**src/rtl/ffc_pkg.sv**
```systemverilog
// Shared types and constants for the fixed-length frame checker.
package ffc_pkg;

  localparam int unsigned BYTE_W      = 8;
  localparam int unsigned POS_W       = 4;
  localparam int unsigned FIELDS_W    = 56;
  localparam int unsigned CFG_IDX_W   = 2;
  localparam int unsigned COUNT_W     = 32;
  localparam int unsigned STORE_DEPTH = 11;

  // Byte positions within a frame
  localparam logic [POS_W-1:0] FRAME_BYTES = 4'd12;
  localparam logic [POS_W-1:0] LAST_POS    = 4'd11;
  localparam logic [POS_W-1:0] SUM_SPAN    = 4'd9;

  // Configuration register indexes
  localparam logic [CFG_IDX_W-1:0] REG_HEADER_FIRST  = 2'd0;
  localparam logic [CFG_IDX_W-1:0] REG_HEADER_SECOND = 2'd1;
  localparam logic [CFG_IDX_W-1:0] REG_TAIL_FIRST    = 2'd2;
  localparam logic [CFG_IDX_W-1:0] REG_TAIL_SECOND   = 2'd3;

  localparam logic [BYTE_W-1:0] HEADER_FIRST_RST  = 8'd170;
  localparam logic [BYTE_W-1:0] HEADER_SECOND_RST = 8'd85;
  localparam logic [BYTE_W-1:0] TAIL_FIRST_RST    = 8'd13;
  localparam logic [BYTE_W-1:0] TAIL_SECOND_RST   = 8'd10;

  typedef enum logic [1:0] {
    ST_OK       = 2'd0,
    ST_HDR_ERR  = 2'd1,
    ST_TAIL_ERR = 2'd2,
    ST_SUM_ERR  = 2'd3
  } status_t;

  // Expected header and tail bytes
  typedef struct packed {
    logic [BYTE_W-1:0] header_first;
    logic [BYTE_W-1:0] header_second;
    logic [BYTE_W-1:0] tail_first;
    logic [BYTE_W-1:0] tail_second;
  } cfg_t;

  // One checked frame on its way to the result stage
  typedef struct packed {
    status_t             status;
    logic [FIELDS_W-1:0] fields;  // bytes 2..8, byte 2 on top
  } chk_t;

endpackage

```
**src/rtl/ffc_assembler.sv**
```systemverilog
// Frame assembly: byte position, running sum, frame store and frame checks.
module ffc_assembler (
  input  logic                        clk,
  input  logic                        rst_n,
  input  logic                        byte_take,
  input  logic [ffc_pkg::BYTE_W-1:0]  rx_byte,
  input  logic                        frame_end,
  input  ffc_pkg::cfg_t               cfg,
  input  logic                        chk_take,
  output logic                        chk_valid,
  output ffc_pkg::chk_t               chk
);

  logic [ffc_pkg::POS_W-1:0]  pos_r, pos_nxt;
  logic                       too_long_r, too_long_nxt;
  logic [ffc_pkg::BYTE_W-1:0] sum_r, sum_nxt;
  logic [ffc_pkg::BYTE_W-1:0] bytes_r [ffc_pkg::STORE_DEPTH];
  logic                       chk_valid_r;
  ffc_pkg::chk_t              chk_r, chk_nxt;
  logic                       fire;

  // Frame of exactly twelve bytes ends with this byte
  assign fire = byte_take & frame_end & ~too_long_r & (pos_r == ffc_pkg::LAST_POS);

  always_comb begin
    pos_nxt      = pos_r;
    too_long_nxt = too_long_r;
    sum_nxt      = sum_r;
    if (byte_take) begin
      if (pos_r < ffc_pkg::FRAME_BYTES) begin
        if (pos_r < ffc_pkg::SUM_SPAN) begin
          sum_nxt = sum_r + rx_byte;
        end
        pos_nxt = pos_r + 4'd1;
      end else begin
        too_long_nxt = 1'b1;
      end
      if (frame_end) begin
        pos_nxt      = '0;
        too_long_nxt = 1'b0;
        sum_nxt      = '0;
      end
    end
  end

  // Checks in priority order; byte 11 is the byte arriving now
  always_comb begin
    chk_nxt.fields = {bytes_r[2], bytes_r[3], bytes_r[4], bytes_r[5],
                      bytes_r[6], bytes_r[7], bytes_r[8]};
    priority if (bytes_r[0] != cfg.header_first || bytes_r[1] != cfg.header_second) begin
      chk_nxt.status = ffc_pkg::ST_HDR_ERR;
    end else if (bytes_r[10] != cfg.tail_first || rx_byte != cfg.tail_second) begin
      chk_nxt.status = ffc_pkg::ST_TAIL_ERR;
    end else if (sum_r != bytes_r[9]) begin
      chk_nxt.status = ffc_pkg::ST_SUM_ERR;
    end else begin
      chk_nxt.status = ffc_pkg::ST_OK;
    end
  end

  always_ff @(posedge clk) begin
    if (!rst_n) begin
      pos_r       <= '0;
      too_long_r  <= 1'b0;
      sum_r       <= '0;
      chk_valid_r <= 1'b0;
    end else begin
      pos_r      <= pos_nxt;
      too_long_r <= too_long_nxt;
      sum_r      <= sum_nxt;
      if (fire) begin
        chk_valid_r <= 1'b1;
      end else if (chk_take) begin
        chk_valid_r <= 1'b0;
      end
    end
  end

  // Payload: no reset
  always_ff @(posedge clk) begin
    if (byte_take && pos_r < ffc_pkg::LAST_POS) begin
      bytes_r[pos_r] <= rx_byte;
    end
    if (fire) begin
      chk_r <= chk_nxt;
    end
  end

  assign chk_valid = chk_valid_r;
  assign chk       = chk_r;

endmodule

```
**src/rtl/ffc_result.sv**
```systemverilog
// Result stage: decoded fields, frame counters and the output register.
module ffc_result (
  input  logic                          clk,
  input  logic                          rst_n,
  input  logic                          chk_valid,
  input  ffc_pkg::chk_t                 chk,
  input  logic                          out_stall,
  output logic                          res_free,
  output logic                          out_valid,
  output ffc_pkg::status_t              status,
  output logic                          have_frame,
  output logic [ffc_pkg::FIELDS_W-1:0]  fields,
  output logic [ffc_pkg::COUNT_W-1:0]   good_count,
  output logic [ffc_pkg::COUNT_W-1:0]   err_total,
  output logic [ffc_pkg::COUNT_W-1:0]   sum_error_count
);

  logic                         out_valid_r;
  ffc_pkg::status_t             status_r;
  logic                         good_seen_r;
  logic [ffc_pkg::FIELDS_W-1:0] fields_r;
  logic [ffc_pkg::COUNT_W-1:0]  good_r, err_r, sum_err_r;
  logic                         take;

  assign res_free = ~out_valid_r | ~out_stall;
  assign take     = chk_valid & res_free;

  // The state registers double as the output register: they only change
  // when the previous result has been transferred.
  always_ff @(posedge clk) begin
    if (!rst_n) begin
      out_valid_r <= 1'b0;
      status_r    <= ffc_pkg::ST_OK;
      good_seen_r <= 1'b0;
      fields_r    <= '0;
      good_r      <= '0;
      err_r       <= '0;
      sum_err_r   <= '0;
    end else begin
      if (take) begin
        out_valid_r <= 1'b1;
        status_r    <= chk.status;
        if (chk.status == ffc_pkg::ST_OK) begin
          good_seen_r <= 1'b1;
          fields_r    <= chk.fields;
          good_r      <= good_r + 32'd1;
        end else begin
          err_r <= err_r + 32'd1;
          if (chk.status == ffc_pkg::ST_SUM_ERR) begin
            sum_err_r <= sum_err_r + 32'd1;
          end
        end
      end else if (!out_stall) begin
        out_valid_r <= 1'b0;
      end
    end
  end

  assign out_valid       = out_valid_r;
  assign status          = status_r;
  assign have_frame      = good_seen_r;
  assign fields          = fields_r;
  assign good_count      = good_r;
  assign err_total       = err_r;
  assign sum_error_count = sum_err_r;

endmodule

```
**src/rtl/fixed_frame_checker_core.sv**
```systemverilog
// Top level of the fixed-length frame checker with 8-bit sum checksum.
//
// Bytes of a frame arrive one per transfer on the in_ channel, with
// in_frame_end on the last byte. A frame of exactly 12 bytes yields one
// result transfer on the out_ channel; any other length yields none and
// leaves the counters alone. Checks run header (bytes 0,1), tail (bytes
// 10,11), then checksum (byte 9 against the 8-bit sum of bytes 0..8).
// The decoded fields always show the last good frame. Throughput is one
// byte per clock while in_stall is low: byte counter, running sum and
// compares sit between the input and a one-entry check register, and
// the counters update in the result register behind it, so a result
// passes the check register, then the result register. in_stall rises
// only when a checked frame waits behind a result the sink has not taken.
module fixed_frame_checker_core (
  input  logic                               clk,
  input  logic                               rst_n,
  // Configuration
  input  logic                               cfg_wr_en,
  input  logic [ffc_pkg::CFG_IDX_W-1:0]      cfg_index,
  input  logic [ffc_pkg::BYTE_W-1:0]         cfg_data,
  // Byte input
  input  logic                               in_valid,
  output logic                               in_stall,
  input  logic [ffc_pkg::BYTE_W-1:0]         in_rx_byte,
  input  logic                               in_frame_end,
  // Result output
  output logic                               out_valid,
  input  logic                               out_stall,
  output logic [1:0]                         out_status,
  output logic                               out_have_frame,
  output logic [7:0]                         out_mode_value,
  output logic [7:0]                         out_id_value,
  output logic signed [15:0]                 out_x_value,
  output logic signed [15:0]                 out_y_value,
  output logic [7:0]                         out_reserved_value,
  output logic [ffc_pkg::COUNT_W-1:0]        out_good_count,
  output logic [ffc_pkg::COUNT_W-1:0]        out_error_count,
  output logic [ffc_pkg::COUNT_W-1:0]        out_sum_error_count
);

  ffc_pkg::cfg_t                cfg_r;
  logic                         byte_take;
  logic                         chk_valid;
  logic                         chk_take;
  logic                         res_free;
  ffc_pkg::chk_t                chk;
  ffc_pkg::status_t             status;
  logic [ffc_pkg::FIELDS_W-1:0] fields;

  // Config registers: the user must write them only while idle; the block does not enforce it
  always_ff @(posedge clk) begin
    if (!rst_n) begin
      cfg_r.header_first  <= ffc_pkg::HEADER_FIRST_RST;
      cfg_r.header_second <= ffc_pkg::HEADER_SECOND_RST;
      cfg_r.tail_first    <= ffc_pkg::TAIL_FIRST_RST;
      cfg_r.tail_second   <= ffc_pkg::TAIL_SECOND_RST;
    end else if (cfg_wr_en) begin
      unique case (cfg_index)
        ffc_pkg::REG_HEADER_FIRST:  cfg_r.header_first  <= cfg_data;
        ffc_pkg::REG_HEADER_SECOND: cfg_r.header_second <= cfg_data;
        ffc_pkg::REG_TAIL_FIRST:    cfg_r.tail_first    <= cfg_data;
        ffc_pkg::REG_TAIL_SECOND:   cfg_r.tail_second   <= cfg_data;
        default: ;
      endcase
    end
  end

  // Stall only while the check slot is full and cannot move on
  assign chk_take  = chk_valid & res_free;
  assign in_stall  = chk_valid & ~res_free;
  assign byte_take = in_valid & ~in_stall;

  ffc_assembler u_asm (
    .clk       (clk),
    .rst_n     (rst_n),
    .byte_take (byte_take),
    .rx_byte   (in_rx_byte),
    .frame_end (in_frame_end),
    .cfg       (cfg_r),
    .chk_take  (chk_take),
    .chk_valid (chk_valid),
    .chk       (chk)
  );

  ffc_result u_res (
    .clk             (clk),
    .rst_n           (rst_n),
    .chk_valid       (chk_valid),
    .chk             (chk),
    .out_stall       (out_stall),
    .res_free        (res_free),
    .out_valid       (out_valid),
    .status          (status),
    .have_frame      (out_have_frame),
    .fields          (fields),
    .good_count      (out_good_count),
    .err_total       (out_error_count),
    .sum_error_count (out_sum_error_count)
  );

  // Unpack bytes 2..8: mode, id, X (big-endian), Y (big-endian), reserved
  assign out_status         = status;
  assign out_mode_value     = fields[55:48];
  assign out_id_value       = fields[47:40];
  assign out_x_value        = $signed(fields[39:24]);
  assign out_y_value        = $signed(fields[23:8]);
  assign out_reserved_value = fields[7:0];

endmodule
```
**config.mk**
```make
export PLATFORM = sky130hd
export DESIGN_NAME = fixed_frame_checker_core
export DESIGN_NICKNAME = d
export VERILOG_FILES = /design/src/rtl/ffc_pkg.sv /design/src/rtl/ffc_assembler.sv /design/src/rtl/ffc_result.sv /design/src/rtl/fixed_frame_checker_core.sv
export SDC_FILE = /design/constraint.sdc
export NUM_CORES = 1
export LEC_CHECK = 0
export BUFFER_PORTS_ARGS = -buffer_cell sky130_fd_sc_hd__buf_2
export CORE_MARGIN = 3
export CORE_UTILIZATION = 45
export DETAILED_ROUTE_END_ITERATION = 10
export HOLD_SLACK_MARGIN = 0.06
export PLACE_DENSITY = 0.74
export SETUP_SLACK_MARGIN = 0.4
export SYNTH_ARGS = -nofsm -noshare
export SYNTH_HDL_FRONTEND = slang
export SYNTH_SLANG_ARGS = --single-unit
```
**constraint.sdc**
```tcl
create_clock -name clk -period 7.1 [get_ports clk]
set_input_delay 0.355 -clock clk [delete_from_list [all_inputs] [get_ports clk]]
set_output_delay 0.355 -clock clk [all_outputs]
set_load 0.02 [all_outputs]
```
== Word-level counts from Yosys, hierarchy flattened ==
Memories as Yosys holds them, arrays and structs flattened. A register that Yosys moved wholly into a read port is not among the register bits.
Cells that the tools add are included.
W data, S select, Z words.

* Bits in registers: 204
* RAM bits: 88
* Input bits: 24
* Output and inout port bits: 157
* Logic and storage cells: 83
* Memories: 1

{| class="wikitable"
|+ Memory list
! memory !! words !! width !! rd ports !! clocked after Yosys merged registers in !! write ports !! line !! text
|-
| u_asm.bytes_r || 11 || 8 || 11 || 7 || 1 || ffc_assembler.sv:17 || <nowiki>logic [ffc_pkg::BYTE_W-1:0] bytes_r [ffc_pkg::STORE_DEPTH];</nowiki>
|}

* Add/subtract/negate cells: 5
* $lt $le $gt $ge: 3
* Equal/unequal tests: 12
* Multiplexer cells: 15
* Bitwise logic cells: 13
* Reduce and logical (&&, ||, !) cells: 18

{| class="wikitable"
|+ Operator list
! cell !! count
|-
| $add A32 B1 Y32 const B || 3
|-
| $ne A8 B8 Y1 || 5
|-
| $mux W8 || 3
|-
| $reduce_and A2 Y1 || 8
|-
| $lt A4 B4 Y1 const B || 3
|-
| $add A8 B8 Y8 || 1
|-
| $mux W1 || 8
|-
| $mux W4 || 2
|-
| $and A1 B1 Y1 || 6
|-
| $eq A2 B2 Y1 const B || 3
|-
| $not A1 Y1 || 6
|-
| $reduce_and A3 Y1 || 2
|-
| $reduce_bool A2 Y1 || 3
|-
| $add A4 B1 Y4 const B || 1
|-
| $eq A4 B4 Y1 const B || 1
|-
| $logic_not A2 Y1 || 2
|-
| $mux W2 || 2
|-
| $eq A2 B1 Y1 const B || 1
|-
| $logic_or A1 B1 Y1 || 2
|-
| $ne A2 B1 Y1 const B || 1
|-
| $ne A2 B2 Y1 const B || 1
|-
| $logic_and A1 B1 Y1 || 1
|-
| $or A1 B1 Y1 || 1
|}

== Longest topological paths before layout ==
Gate-level depths: netlist of run 1.

* Word-level depth: 10
* Gate-level depth with buffers: 8
* Mapped depth without buffers: 7

== By module ==
A second synthesis of run 1 with hierarchy kept.

* Cell total of the unflattened synthesis: 1245
* Area, all modules: 13588.0 um^2

{| class="wikitable"
|+ Modules (own cells, without submodules)
! module !! times used !! cells each !! area an instance (um^2) !! seq. area each (um^2)
|-
| ffc_result || 1 || 781 || 6441.2 || 3123.0
|-
| ffc_assembler || 1 || 329 || 5814.3 || 4664.5
|-
| fixed_frame_checker_core || 1 || 135 || 1332.5 || 640.6
|}

== Least setup slack after synthesis of run 1 ==
No wires, ideal clock.

* Kind: register to register
* Start point: register u_res.out_valid_r, in the netlist u_res.out_valid
* End point: register, netlist name u_asm.chk[0]
* Arrival time: 6.588 ns
* Required time: 6.480 ns
* Path slack: -0.109 ns
* Cell stages (with the launch flop): 6
* Buffers on the path: 1
* Clock period less this slack: 7.209 ns
* Path through: dfxtp_1 -> nand3_1 -> and2_1 -> clkbuf_1 -> nand2_1 -> nor4_1

* Longest elaborated chain between the ends: 9

{| class="wikitable"
|+ Ends and longest elaborated chain
! what !! line !! text
|-
| start: declaration || ffc_result.sv:18 || <nowiki>logic out_valid_r;</nowiki>
|-
| start signal: assignment || ffc_result.sv:32 || <nowiki>out_valid_r <= 1'b0;</nowiki>
|-
| start signal: assignment || ffc_result.sv:41 || <nowiki>out_valid_r <= 1'b1;</nowiki>
|-
| start signal: assignment || ffc_result.sv:54 || <nowiki>out_valid_r <= 1'b0;</nowiki>
|-
| $not A1 Y1 || ffc_result.sv:25 || <nowiki>assign res_free = ~out_valid_r | ~out_stall;</nowiki>
|-
| $or A1 B1 Y1 || ffc_result.sv:25 ||
|-
| $not A1 Y1 || fixed_frame_checker_core.sv:70 || <nowiki>assign in_stall = chk_valid & ~res_free;</nowiki>
|-
| $and A1 B1 Y1 || fixed_frame_checker_core.sv:70 ||
|-
| $not A1 Y1 || fixed_frame_checker_core.sv:71 || <nowiki>assign byte_take = in_valid & ~in_stall;</nowiki>
|-
| $and A1 B1 Y1 || fixed_frame_checker_core.sv:71 ||
|-
| $and A1 B1 Y1 (3 in a row) || ffc_assembler.sv:23 || <nowiki>assign fire = byte_take & frame_end & ~too_long_r & (pos_r == ffc_pkg::LAST_POS);</nowiki>
|-
| net u_asm.fire || ffc_assembler.sv:20 || <nowiki>logic fire;</nowiki>
|}

The timed path passes the listed nets, and every way through them passes these cells.
A chain may end at the register's enable or synchronous reset.

== Worst setup path after layout of run 1 ==
* Start point: register u_res.out_valid_r, in the netlist u_res.out_valid
* End point: register, netlist name u_asm.chk[35]

* Longest elaborated chain between the ends: 9

{| class="wikitable"
|+ Ends and longest elaborated chain
! what !! line
|-
| $not A1 Y1 || ffc_result.sv:25
|-
| $or A1 B1 Y1 || ffc_result.sv:25
|-
| $not A1 Y1 || fixed_frame_checker_core.sv:70
|-
| $and A1 B1 Y1 || fixed_frame_checker_core.sv:70
|-
| $not A1 Y1 || fixed_frame_checker_core.sv:71
|-
| $and A1 B1 Y1 || fixed_frame_checker_core.sv:71
|-
| $and A1 B1 Y1 (3 in a row) || ffc_assembler.sv:23
|-
| net u_asm.fire || ffc_assembler.sv:20
|}

The timed path passes the listed nets, and every way through them passes these cells.

==> results of run 1 <==
-- cells in the final DEF, fill, tap and decap left out, drive strengths merged, types with 3 or more instances in the layout --
cell type and n:
o311ai 3, and2 74, nor4 16, and4 9, o21ai 11, o31ai 22
nor2 16, nor3b 3, clkbuf 52, nor3 11, nand3 39, clkinv 10
a21boi 78, or4 3, nand2 216, xor2 35, mux2i 26, ha 14
a21oi 11, or3 5, o211ai 22, nor2b 19, buf 187, and3 18
edfxtp 146, a211oi 3, nand4 43, dfxtp 202, nand2b 27, inv 16
o21a 6, xnor2 67
-- cells by family after synthesis --
logic type / after synthesis
and+or+nand+nor: 506
DFF: 348
AOI/OAI and AO/OA: 167
xor gates and xnor gates: 102
buffers and inverters: 75
muxes: 26
adders and majority gates: 15
-- worst max-delay path by stage --
| stage | start | end | slack, ns | depth (start not counted) |
|---|---|---|---|---|
| finish | u_res.out_valid | u_asm.chk[35] | 4.71 | 5 |
| global route | u_res.out_valid | u_asm.chk[34] | 4.50 | 5 |
| CTS | u_res.out_valid | u_asm.chk[47] | 4.68 | 5 |
| detailed placement | out_stall | u_asm.chk[12] | 4.58 | 6 |
| global placement | rst_n | u_asm.sum_r[7] | 4.65 | 6 |
| floorplan | u_res.out_valid | u_asm.chk[0] | 2.32 | 5 |
-- sequential cells by signal, summed over array words and instances (netlist names) --
| signal | count |
|---|---|
| u_asm.chk | 58 |
| u_asm.too_long_r | 1 |
| u_res.fields | 56 |
| cfg_r | 32 |
| u_res.sum_error_count | 32 |
| u_asm.sum_r | 8 |
| u_res.have_frame | 1 |
| u_res.err_total | 32 |
| u_asm.bytes_r | 88 |
| u_res.good_count | 32 |
| u_asm.chk_valid | 1 |
| u_res.out_valid | 1 |
| u_asm.pos_r | 4 |
| u_res.status | 2 |
-- final cells by class --
class                           count  area [um^2]
Fill cell                        2650        13700
Sequential cell                   348         8430
Multi-Input combinational cell    816         5250
Clock buffer                       52         1060
Timing Repair Buffer              187          960
Tap cell                          390          488
Clock inverter                     15          131
Inverter                           14         52.6
-- routing by layer --
layer  vias to the layer above  routed length [um]  GRT usage  part of all wire
li1                       4691                   -          -                 -
met1                      4616               13600      0.239              0.45
met2                       227               14200      0.298              0.47
met3                        63                1540     0.0335             0.051
met4                         0                 891     0.0597             0.029
met5                         -                   0          0                 0
-- worst reg2reg max path, stage by stage, from the launching register on --
cell     delay [ns]
dfxtp_1        0.36
nand3_1        0.17
and2_1         0.29
nand2_1        0.16
nor4_4         0.35
buf_4          0.65
-- metrics by stage --
step	setup WS, ns	total power [W]	utilization
after global placement	4.65	0.00226	0.504
after global routing	4.50	0.00422	0.544
after detailed placement	4.58	0.00226	0.504
final	4.71	0.00408	0.544
after floorplan	2.32	0.00222	-
after CTS	4.68	0.00412	0.544
-- power groups by stage --
stage	logic (W)	registers [W]	clock network, W
5_1_grt	0.000133	0.00210	0.00198
2_1_floorplan	0.0000777	0.00214	0
3_5_place_dp	0.000119	0.00214	0
3_3_place_gp	0.000116	0.00214	0
4_1_cts	0.000120	0.00210	0.00190
6_report	0.000120	0.00210	0.00186
==> flow_summary.yaml, run 1 <==
yosys:
  synth_most_common_cell: "nand2_1"
  synth_xor_area_frac: 0.0640
  synth.mux.area_fraction: 0.0186
  synth.distinct_cells: 61
  synth.avg_cell_area_um2: 11.3
  async_reset_ff_frac: 0
  synth_top_area_share: 0.314
  synth_compound_area_frac: 0.0893
  ys_ff_latch: 348
  synthSimpleGateAreaFrac: 0.188
  synthAdderAreaFrac: 0.0140
  netlist_area_um2: 14000
  synth_common_cells: "216 x nand2_1, 202 x dfxtp_1, 146 x edfxtp_1"
  synth_top_cell_by_area: "edfxtp_1"
  synth_top_family_by_area: "simple AND/OR/NAND/NOR gates"
  syn_nets: 1278
  netlist_top_cells_area: "edfxtp_1 31%, dfxtp_1 29%, nand2_1 5.8%"
  yosysSeqAreaShare: 0.604
  synthFlopType: "dfxtp_1"
  yosys_warnings: 0
  syn_inst: 1239
  synth_edf_count: 146
layout:
  fin_nets: 1443
  stdcell_area_um2: 16400
  syn_to_final_growth_pct: 17.3
  final_cells: 1822
  num_antenna_cells: 0
  drive_above_1_share: 0.180
cts:
  htree_levels: 2
  tritoncts: "built"
  cts_root_buf: "clkbuf_16"
  clk_pin_slew_ns: 0.06
  cts_buffer_depth: 3
  post_cts_resized: 0
  postCtsSetupBuffers: 0
  hold_buffers: 0
  cts_made_buffers: 37
  insertion_delay_ns: 0.52
  cts_sinks: 348
worst_setup_path:
  r2r_start: "u_res.out_valid"
  worstPathRequired_ns: 7.24
  cp_max_fo: 56
  cp-start-kind: "flip-flop"
  arrival_ns: 2.53
  crit_chain: "nand3_1 > and2_1 > nand2_1 > nor4_4 > buf_4"
  r2r_end: "u_asm.chk[35]"
  endpoint_kind: "flip-flop"
  critical_path_class: "flip-flop to flip-flop"
  cp_slowest_cell: "buf_4"
  reg2reg_depth: 5
  critical-path-top-delay-family: "simple AND/OR/NAND/NOR gates"
  critPathMaxStageDelay_ns: 0.65
  rrSetupSlack_ns: 4.71
  critPathBufInv: 1
routing:
  route.detailed.drc: 0
  wirelength_um: 30300
  vias: 9597
  ant_nets: 0
  vias_per_cell: 5.27
  wl_per_cell_um: 16.6
  drtIter0Drc: 641
  drtPass1Iterations: 5
placed_design:
  io_buffers: 180
  place_inst: 1755
  gp_congestion: 0.809
  hpwl_um: 20000
  placed_area_um2: 15200
power:
  switchingPower_w: 0.000855
  comb_power_share: 0.029
  powerDensity_nw_per_um2: 249
  power.leakage_nw: 6.29
  vdd_drop_max_uv: 126
  clockPowerShare: 0.456
  internal_power_w: 0.00323
  seqPwrFrac: 0.515
  swShare: 0.209
floorplanning:
  fp-row-count: 63
  dieHeight_um: 182
  die_w_um: 182
  core_area_um2: 30100
  ioPinCount: 181
  start_util: 0.464
  die_area_um2: 33200
global_routing:
  grt_pass1_vias: 9528
  grt_pass1_wl_um: 49400
  gr-total-overflow: 0
  grt_antenna_before_repair: 2
  track_usage: 0.180
  grt_max_degree: 141
sta:
  hold_slack_ns: 0.115
  worstMarginPinSlew_ns: 1.13
  max_freq_mhz: 419
  hold_viol: 0
  rsz0062_at_grt: "false"
  finalCritPeriodShare: 0.337
  slew_viol_final: 0
  relSlewSlack: 0.249
  period_needed_ns: 2.39
  finalSetupTns_ns: 0
  setup_viol: 0
  worst_clock_skew_ns: 0.0199
hold_path:
  holdCritStartpoint: "cfg_data[5]"
  hold_end: "cfg_r[29]"
  holdPathStages: 3
  hold_class: "input port to flip-flop"
outcome:
  outcome: "finished clean"
flow_run:
  max_cap_violations: 0
(Power assumes the default switching activity.)
==> run 2: changes to the inputs <==
- PLACE_DENSITY: 0.74 -> 0.72
- clock period: 7.1 -> 2.4 ns (I/O delays scaled with it)
==> run 2 against run 1 <==
Net effect: non-clock buffer count grew 48; power grew to 3.0 times the previous value; routed wire length increased by 2.5%; hold slack got worse by 0.025 ns; clock power grew to 3.1 times the previous value; cell count rose by 2.8%; via count up 1.1%; clock skew about the same; global-route usage rose by 0.23 points; cell area grew 3.8%; sequential share of layout area decreased by 1.8 points; first-iteration DRC count decreased by 13%; critical endpoint is now u_asm.sum_r[4]; largest cell class unchanged; largest power group unchanged; highest routed layer unchanged.
==> flow_summary.yaml, run 2 (synthesized netlist as in run 1, its figures left out) <==
floorplanning:
  die_w_um: 182
  die_area_um2: 33200
  ioPinCount: 181
  fp-row-count: 63
  core_area_um2: 30100
  start_util: 0.464
  dieHeight_um: 182
global_routing:
  gr-total-overflow: 0
  grt_pass1_wl_um: 49700
  grt_antenna_before_repair: 0
  grt_max_degree: 73
  grt_pass1_vias: 9247
  track_usage: 0.182
placed_design:
  pre_cts_slack_ns: 0.358
  gp_congestion: 0.832
  hpwl_um: 21000
  io_buffers: 180
  placed_area_um2: 15400
power:
  vdd_drop_max_uv: 473
  powerDensity_nw_per_um2: 726
  power.leakage_nw: 6.59
layout:
  largest_register_ffs: 88
  num_antenna_cells: 0
  stdcell_area_um2: 17000
  nFillCells: 2515
  regMostFlops: "u_asm.bytes_r"
  syn_to_final_growth_pct: 21.7
  multiInputGateArea_um2: 5330
  seq_area_um2: 8440
  fin_nets: 1492
  final_common_cell: "nand2_1"
  layout_common_cells: "214 x nand2_1, 196 x dfxtp_1, 180 x buf_2, 146 x edfxtp_1, 74 x a21boi_0"
  drive_above_1_share: 0.212
routing:
  drtIter0Drc: 558
  dr_wl_met2_um: 14800
  wirelength_um: 31000
  vias: 9698
  ant_nets: 0
  route.detailed.drc: 0
  wl_met1_um: 13900
  wl_per_cell_um: 16.5
  routed-wl-met3_um: 1660
  drtPass1Iterations: 5
  highest_layer: "met4"
  vias_per_cell: 5.18
sta:
  setup_viol: 0
  rsz0062_at_grt: "false"
  finalCritPeriodShare: 0.796
  worst_clock_skew_ns: 0.0196
  worstMarginPinSlew_ns: 0.614
  fin_ws_ns: 0.490
  slew_viol_final: 0
  max_freq_mhz: 523
  hold_viol: 0
  period_needed_ns: 1.91
  relSlewSlack: 0.591
cts:
  cts_made_buffers: 38
  cts_root_buf: "clkbuf_16"
  cts_buffer_depth: 3
  insertion_delay_ns: 0.53
  clk_pin_slew_ns: 0.06
  tritoncts: "built"
  htree_levels: 2
  cts_sinks: 348
worst_setup_path:
  cp-start-kind: "flip-flop"
  arrival_ns: 2.37
  critPathMaxStageDelay_ns: 0.46
  crit_chain: "ha_1 > fa_2 > a211oi_2 > nor2_1 > or4_1 > a21boi_0"
  endpoint_kind: "flip-flop"
  cp_max_fo: 3
  critical_path_class: "flip-flop to flip-flop"
  worstPathRequired_ns: 2.86
  cp_slowest_cell: "or4_1"
hold_path:
  hold_class: "input port to flip-flop"
outcome:
  outcome: "finished clean"
flow_run:
  max_cap_violations: 0
run 2: changes by cell type in the layout (fill, tap and decap cells not counted), moves of 3 or more:
cell	delta
buf_12	+5
dfxtp_2	+5
buf_4	+22
dfxtp_1	-6
clkbuf_1	-4
clkinv_2	+6
clkbuf_8	-3
dlygate4sd3_1	+19
run 2: path summary, 6_finish.rpt:
kind                                          start                   to  slack [ns]  cells after the start
worst max register to register       u_asm.sum_r[0]       u_asm.sum_r[4]        0.49                      6
worst max-delay path                 u_asm.sum_r[0]       u_asm.sum_r[4]        0.49                      6
worst min register to register  u_asm.bytes_r[5][6]        u_asm.chk[30]        0.42                      0
worst min-delay path                  in_rx_byte[7]  u_asm.bytes_r[1][7]        0.09                      2
run 2: final cells by class:
cell class	count	area share
flip-flops and latches	348	0.497
multi-input cells	816	0.314
repair buffers	235	0.0842
clock buffers	45	0.0593
well taps	390	0.0287
clock inverters	25	0.0143
inverters	14	0.00309
run 2: worst max-delay path: cells and delay by family, from the launching register on:
kind | cells | cell delay (ns)
adders and majority gates | 2 | 0.60
and+or+nand+nor | 2 | 0.53
AOI/OAI and AO/OA | 2 | 0.38
DFF | 1 | 0.33
run 2: timing repair:
| item | in CTS | in global routing |
|---|---|---|
| gates cloned | 0 | 1 |
| pin swaps | 1 | 7 |
| endpoints found under the hold margin | 112 | 0 |
| gates resized for setup | 4 | 13 |
| hold buffers | 19 | 0 |
| endpoints found under the setup margin | 13 | 37 |
| buffers inserted | 0 | 6 |
run 2: through the flow:
step                      utilization  power (W)  hold slack [ns]  instances  TNS [ns]
after floorplan                     -    0.00657            0.219       1239    -40.23
after global placement          0.513    0.00671            0.401       1777         0
after detailed placement        0.513    0.00672            0.405       1777         0
after CTS                       0.561     0.0125           0.0711       1866         0
after global routing            0.564     0.0128           0.0823       1873         0
final                           0.564     0.0123           0.0896       1873         0
run 2: where the power goes:
part	internal, W	switching, W	total, W
combinational	0.000171	0.000239	0.000410
clock	0.00336	0.00235	0.00571
sequential	0.00619	0.0000290	0.00621
run 2: metal layers:
| metal | up-vias | GRT usage |
|---|---|---|
| li1 | 4778 | - |
| met1 | 4656 | 0.253 |
| met2 | 219 | 0.295 |
| met3 | 45 | 0.0321 |
| met4 | 0 | 0.0500 |
| met5 | - | 0 |
==> run 3: changes to the inputs <==
- PLACE_DENSITY: 0.72 -> 0.74
- clock period: 2.4 -> 1.55 ns (I/O delays scaled with it)
==> run 3 against run 2 <==
Net effect: the flow now finishes with violations (setup timing); clock power increased by 51%; combinational power increased by 110%; power increased by 54%; sequential share of layout area decreased by 9.6 points; via count increased by 17%; die area unchanged; routed wire length increased by 34%; core utilization increased by 15 points; clock-buffer cell count increased by 9; critical path type unchanged; largest cell class unchanged.
==> flow_summary.yaml, run 3 (synthesized netlist as in run 1, its figures left out) <==
routing:
  route.detailed.drc: 0
  drtPass1Iterations: 7
  vias: 11356
  wl_per_cell_um: 19.7
  drtIter0Drc: 717
  ant_nets: 0
  vias_per_cell: 5.38
  wirelength_um: 41600
floorplanning:
  die_area_um2: 33200
  fp-row-count: 63
  die_w_um: 182
  core_area_um2: 30100
  dieHeight_um: 182
  ioPinCount: 181
  start_util: 0.464
worst_setup_path:
  cp_slowest_cell: "or4_1"
  critPathBufInv: 0
  critPathMaxStageDelay_ns: 0.48
  critical_path_class: "flip-flop to flip-flop"
  crit_chain: "ha_4 > fa_2 > a211oi_2 > nor2_1 > or4_1 > a21boi_1"
  critical-path-top-delay-family: "adder cells"
  endpoint_kind: "flip-flop"
  cp_max_fo: 2
  cp-start-kind: "flip-flop"
  reg2reg_depth: 6
  path_depth: 6
  arrival_ns: 2.34
  worstPathRequired_ns: 2.01
  rrSetupSlack_ns: -0.33
layout:
  final_util: 0.717
  syn_to_final_growth_pct: 54.7
  layout_common_cells: "164 x buf_6, 149 x nand2_1, 146 x edfxtp_1, 124 x buf_4"
  final_common_cell: "buf_6"
  drive_above_1_share: 0.473
  largest_register_ffs: 88
  regMostFlops: "u_asm.bytes_r"
  fin_nets: 1730
global_routing:
  gr-total-overflow: 0
  grt_pass1_wl_um: 62700
  grt_antenna_before_repair: 2
  track_usage: 0.233
  grt_max_degree: 56
  grt_pass1_vias: 11691
placed_design:
  io_buffers: 180
  hpwl_um: 23200
  gp_congestion: 0.837
cts:
  htree_levels: 2
  cts_sinks: 348
  tritoncts: "built"
  insertion_delay_ns: 0.54
  cts_made_buffers: 37
  cts_buffer_depth: 3
  clk_pin_slew_ns: 0.06
  cts_root_buf: "clkbuf_16"
sta:
  hold_slack_ns: 0.0844
  relSlewSlack: 0.553
  rsz0062_at_grt: "true"
  setup_viol: 302
  period_needed_ns: 1.88
  worst_clock_skew_ns: 0.0278
  finalCritPeriodShare: 1.21
  hold_viol: 0
  worstMarginPinSlew_ns: 0.668
  fin_ws_ns: -0.327
  max_freq_mhz: 533
  slew_viol_final: 0
outcome:
  violations: "setup timing"
  outcome: "finished, violations left"
hold_path:
  holdPathStages: 4
  hold_class: "input port to flip-flop"
flow_run:
  max_cap_violations: 0
power:
  vdd_drop_max_uv: 726
  power.leakage_nw: 8.87
  powerDensity_nw_per_um2: 881
run 3: cell types whose count changed in the layout (fill, tap and decap cells not counted), sizes merged:
cell | before | now
buf | 216 | 449
bufbuf | 0 | 1
bufinv | 3 | 1
clkbuf | 45 | 57
clkinv | 18 | 10
diode | 0 | 1
inv | 16 | 15
or4 | 3 | 5
run 3: routing by layer:
layer	vias to the layer above	track usage	routed length, um
li1	5308	-	-
met2	334	0.409	21600
met3	95	0.0363	2020
met4	0	0.0908	1440
met5	-	0	0
met1	5619	0.289	16600
run 3: worst reg2reg max path, stage by stage (launching register included):
cell and delay, ns:
dfxtp_2 0.33, ha_4 0.16, fa_2 0.39, a211oi_2 0.24, nor2_1 0.06, or4_1 0.48, a21boi_1 0.14
run 3: stage by stage:
step / std cells / total power (W) / area (um^2) / setup TNS (ns) / setup slack [ns]
after floorplan: 1239 / 0.0101 / 14600 / -101.41 / -1.53
after global placement: 1923 / 0.0104 / 17100 / -27.74 / -0.296
after detailed placement: 1923 / 0.0105 / 17100 / -34.65 / -0.347
after CTS: 2085 / 0.0190 / 20500 / -33.11 / -0.309
after global routing: 2111 / 0.0196 / 21600 / -59.33 / -0.451
final: 2111 / 0.0190 / 21600 / -37.99 / -0.327
run 3: path summary, 6_finish.rpt:
| check | end | start |
|---|---|---|
| setup / recovery | u_asm.sum_r[4] | u_asm.sum_r[0] |
| hold / removal | cfg_r[8] | cfg_index[0] |
| setup reg to reg | u_asm.sum_r[4] | u_asm.sum_r[0] |
| hold reg to reg | u_asm.chk[16] | u_asm.bytes_r[6][0] |
run 3: area by class of cell:
class,instances,area [um^2]
Multi-Input combinational cell,818,6600
Antenna cell,1,2.50
Inverter,14,60.1
Sequential cell,348,8660
Clock inverter,14,148
Tap cell,390,488
Timing Repair Buffer,472,4610
Fill cell,1928,8510
Clock buffer,54,1030
run 3: timing repair:
item                                   CTS  global route
gates cloned                            18             2
buffers inserted                        56            24
setup endpoints to repair              405           441
endpoints found under the hold margin  100             0
gates resized for setup                358           250
pin swaps                              160           130
hold buffers                            20             0
run 3: power by group:
group	leakage (nW)	switching [W]	internal, W	total [W]
Combinational	5.30	0.000464	0.000409	0.000873
Sequential	3.01	0.0000477	0.00949	0.00954
Clock	0.561	0.00376	0.00485	0.00861
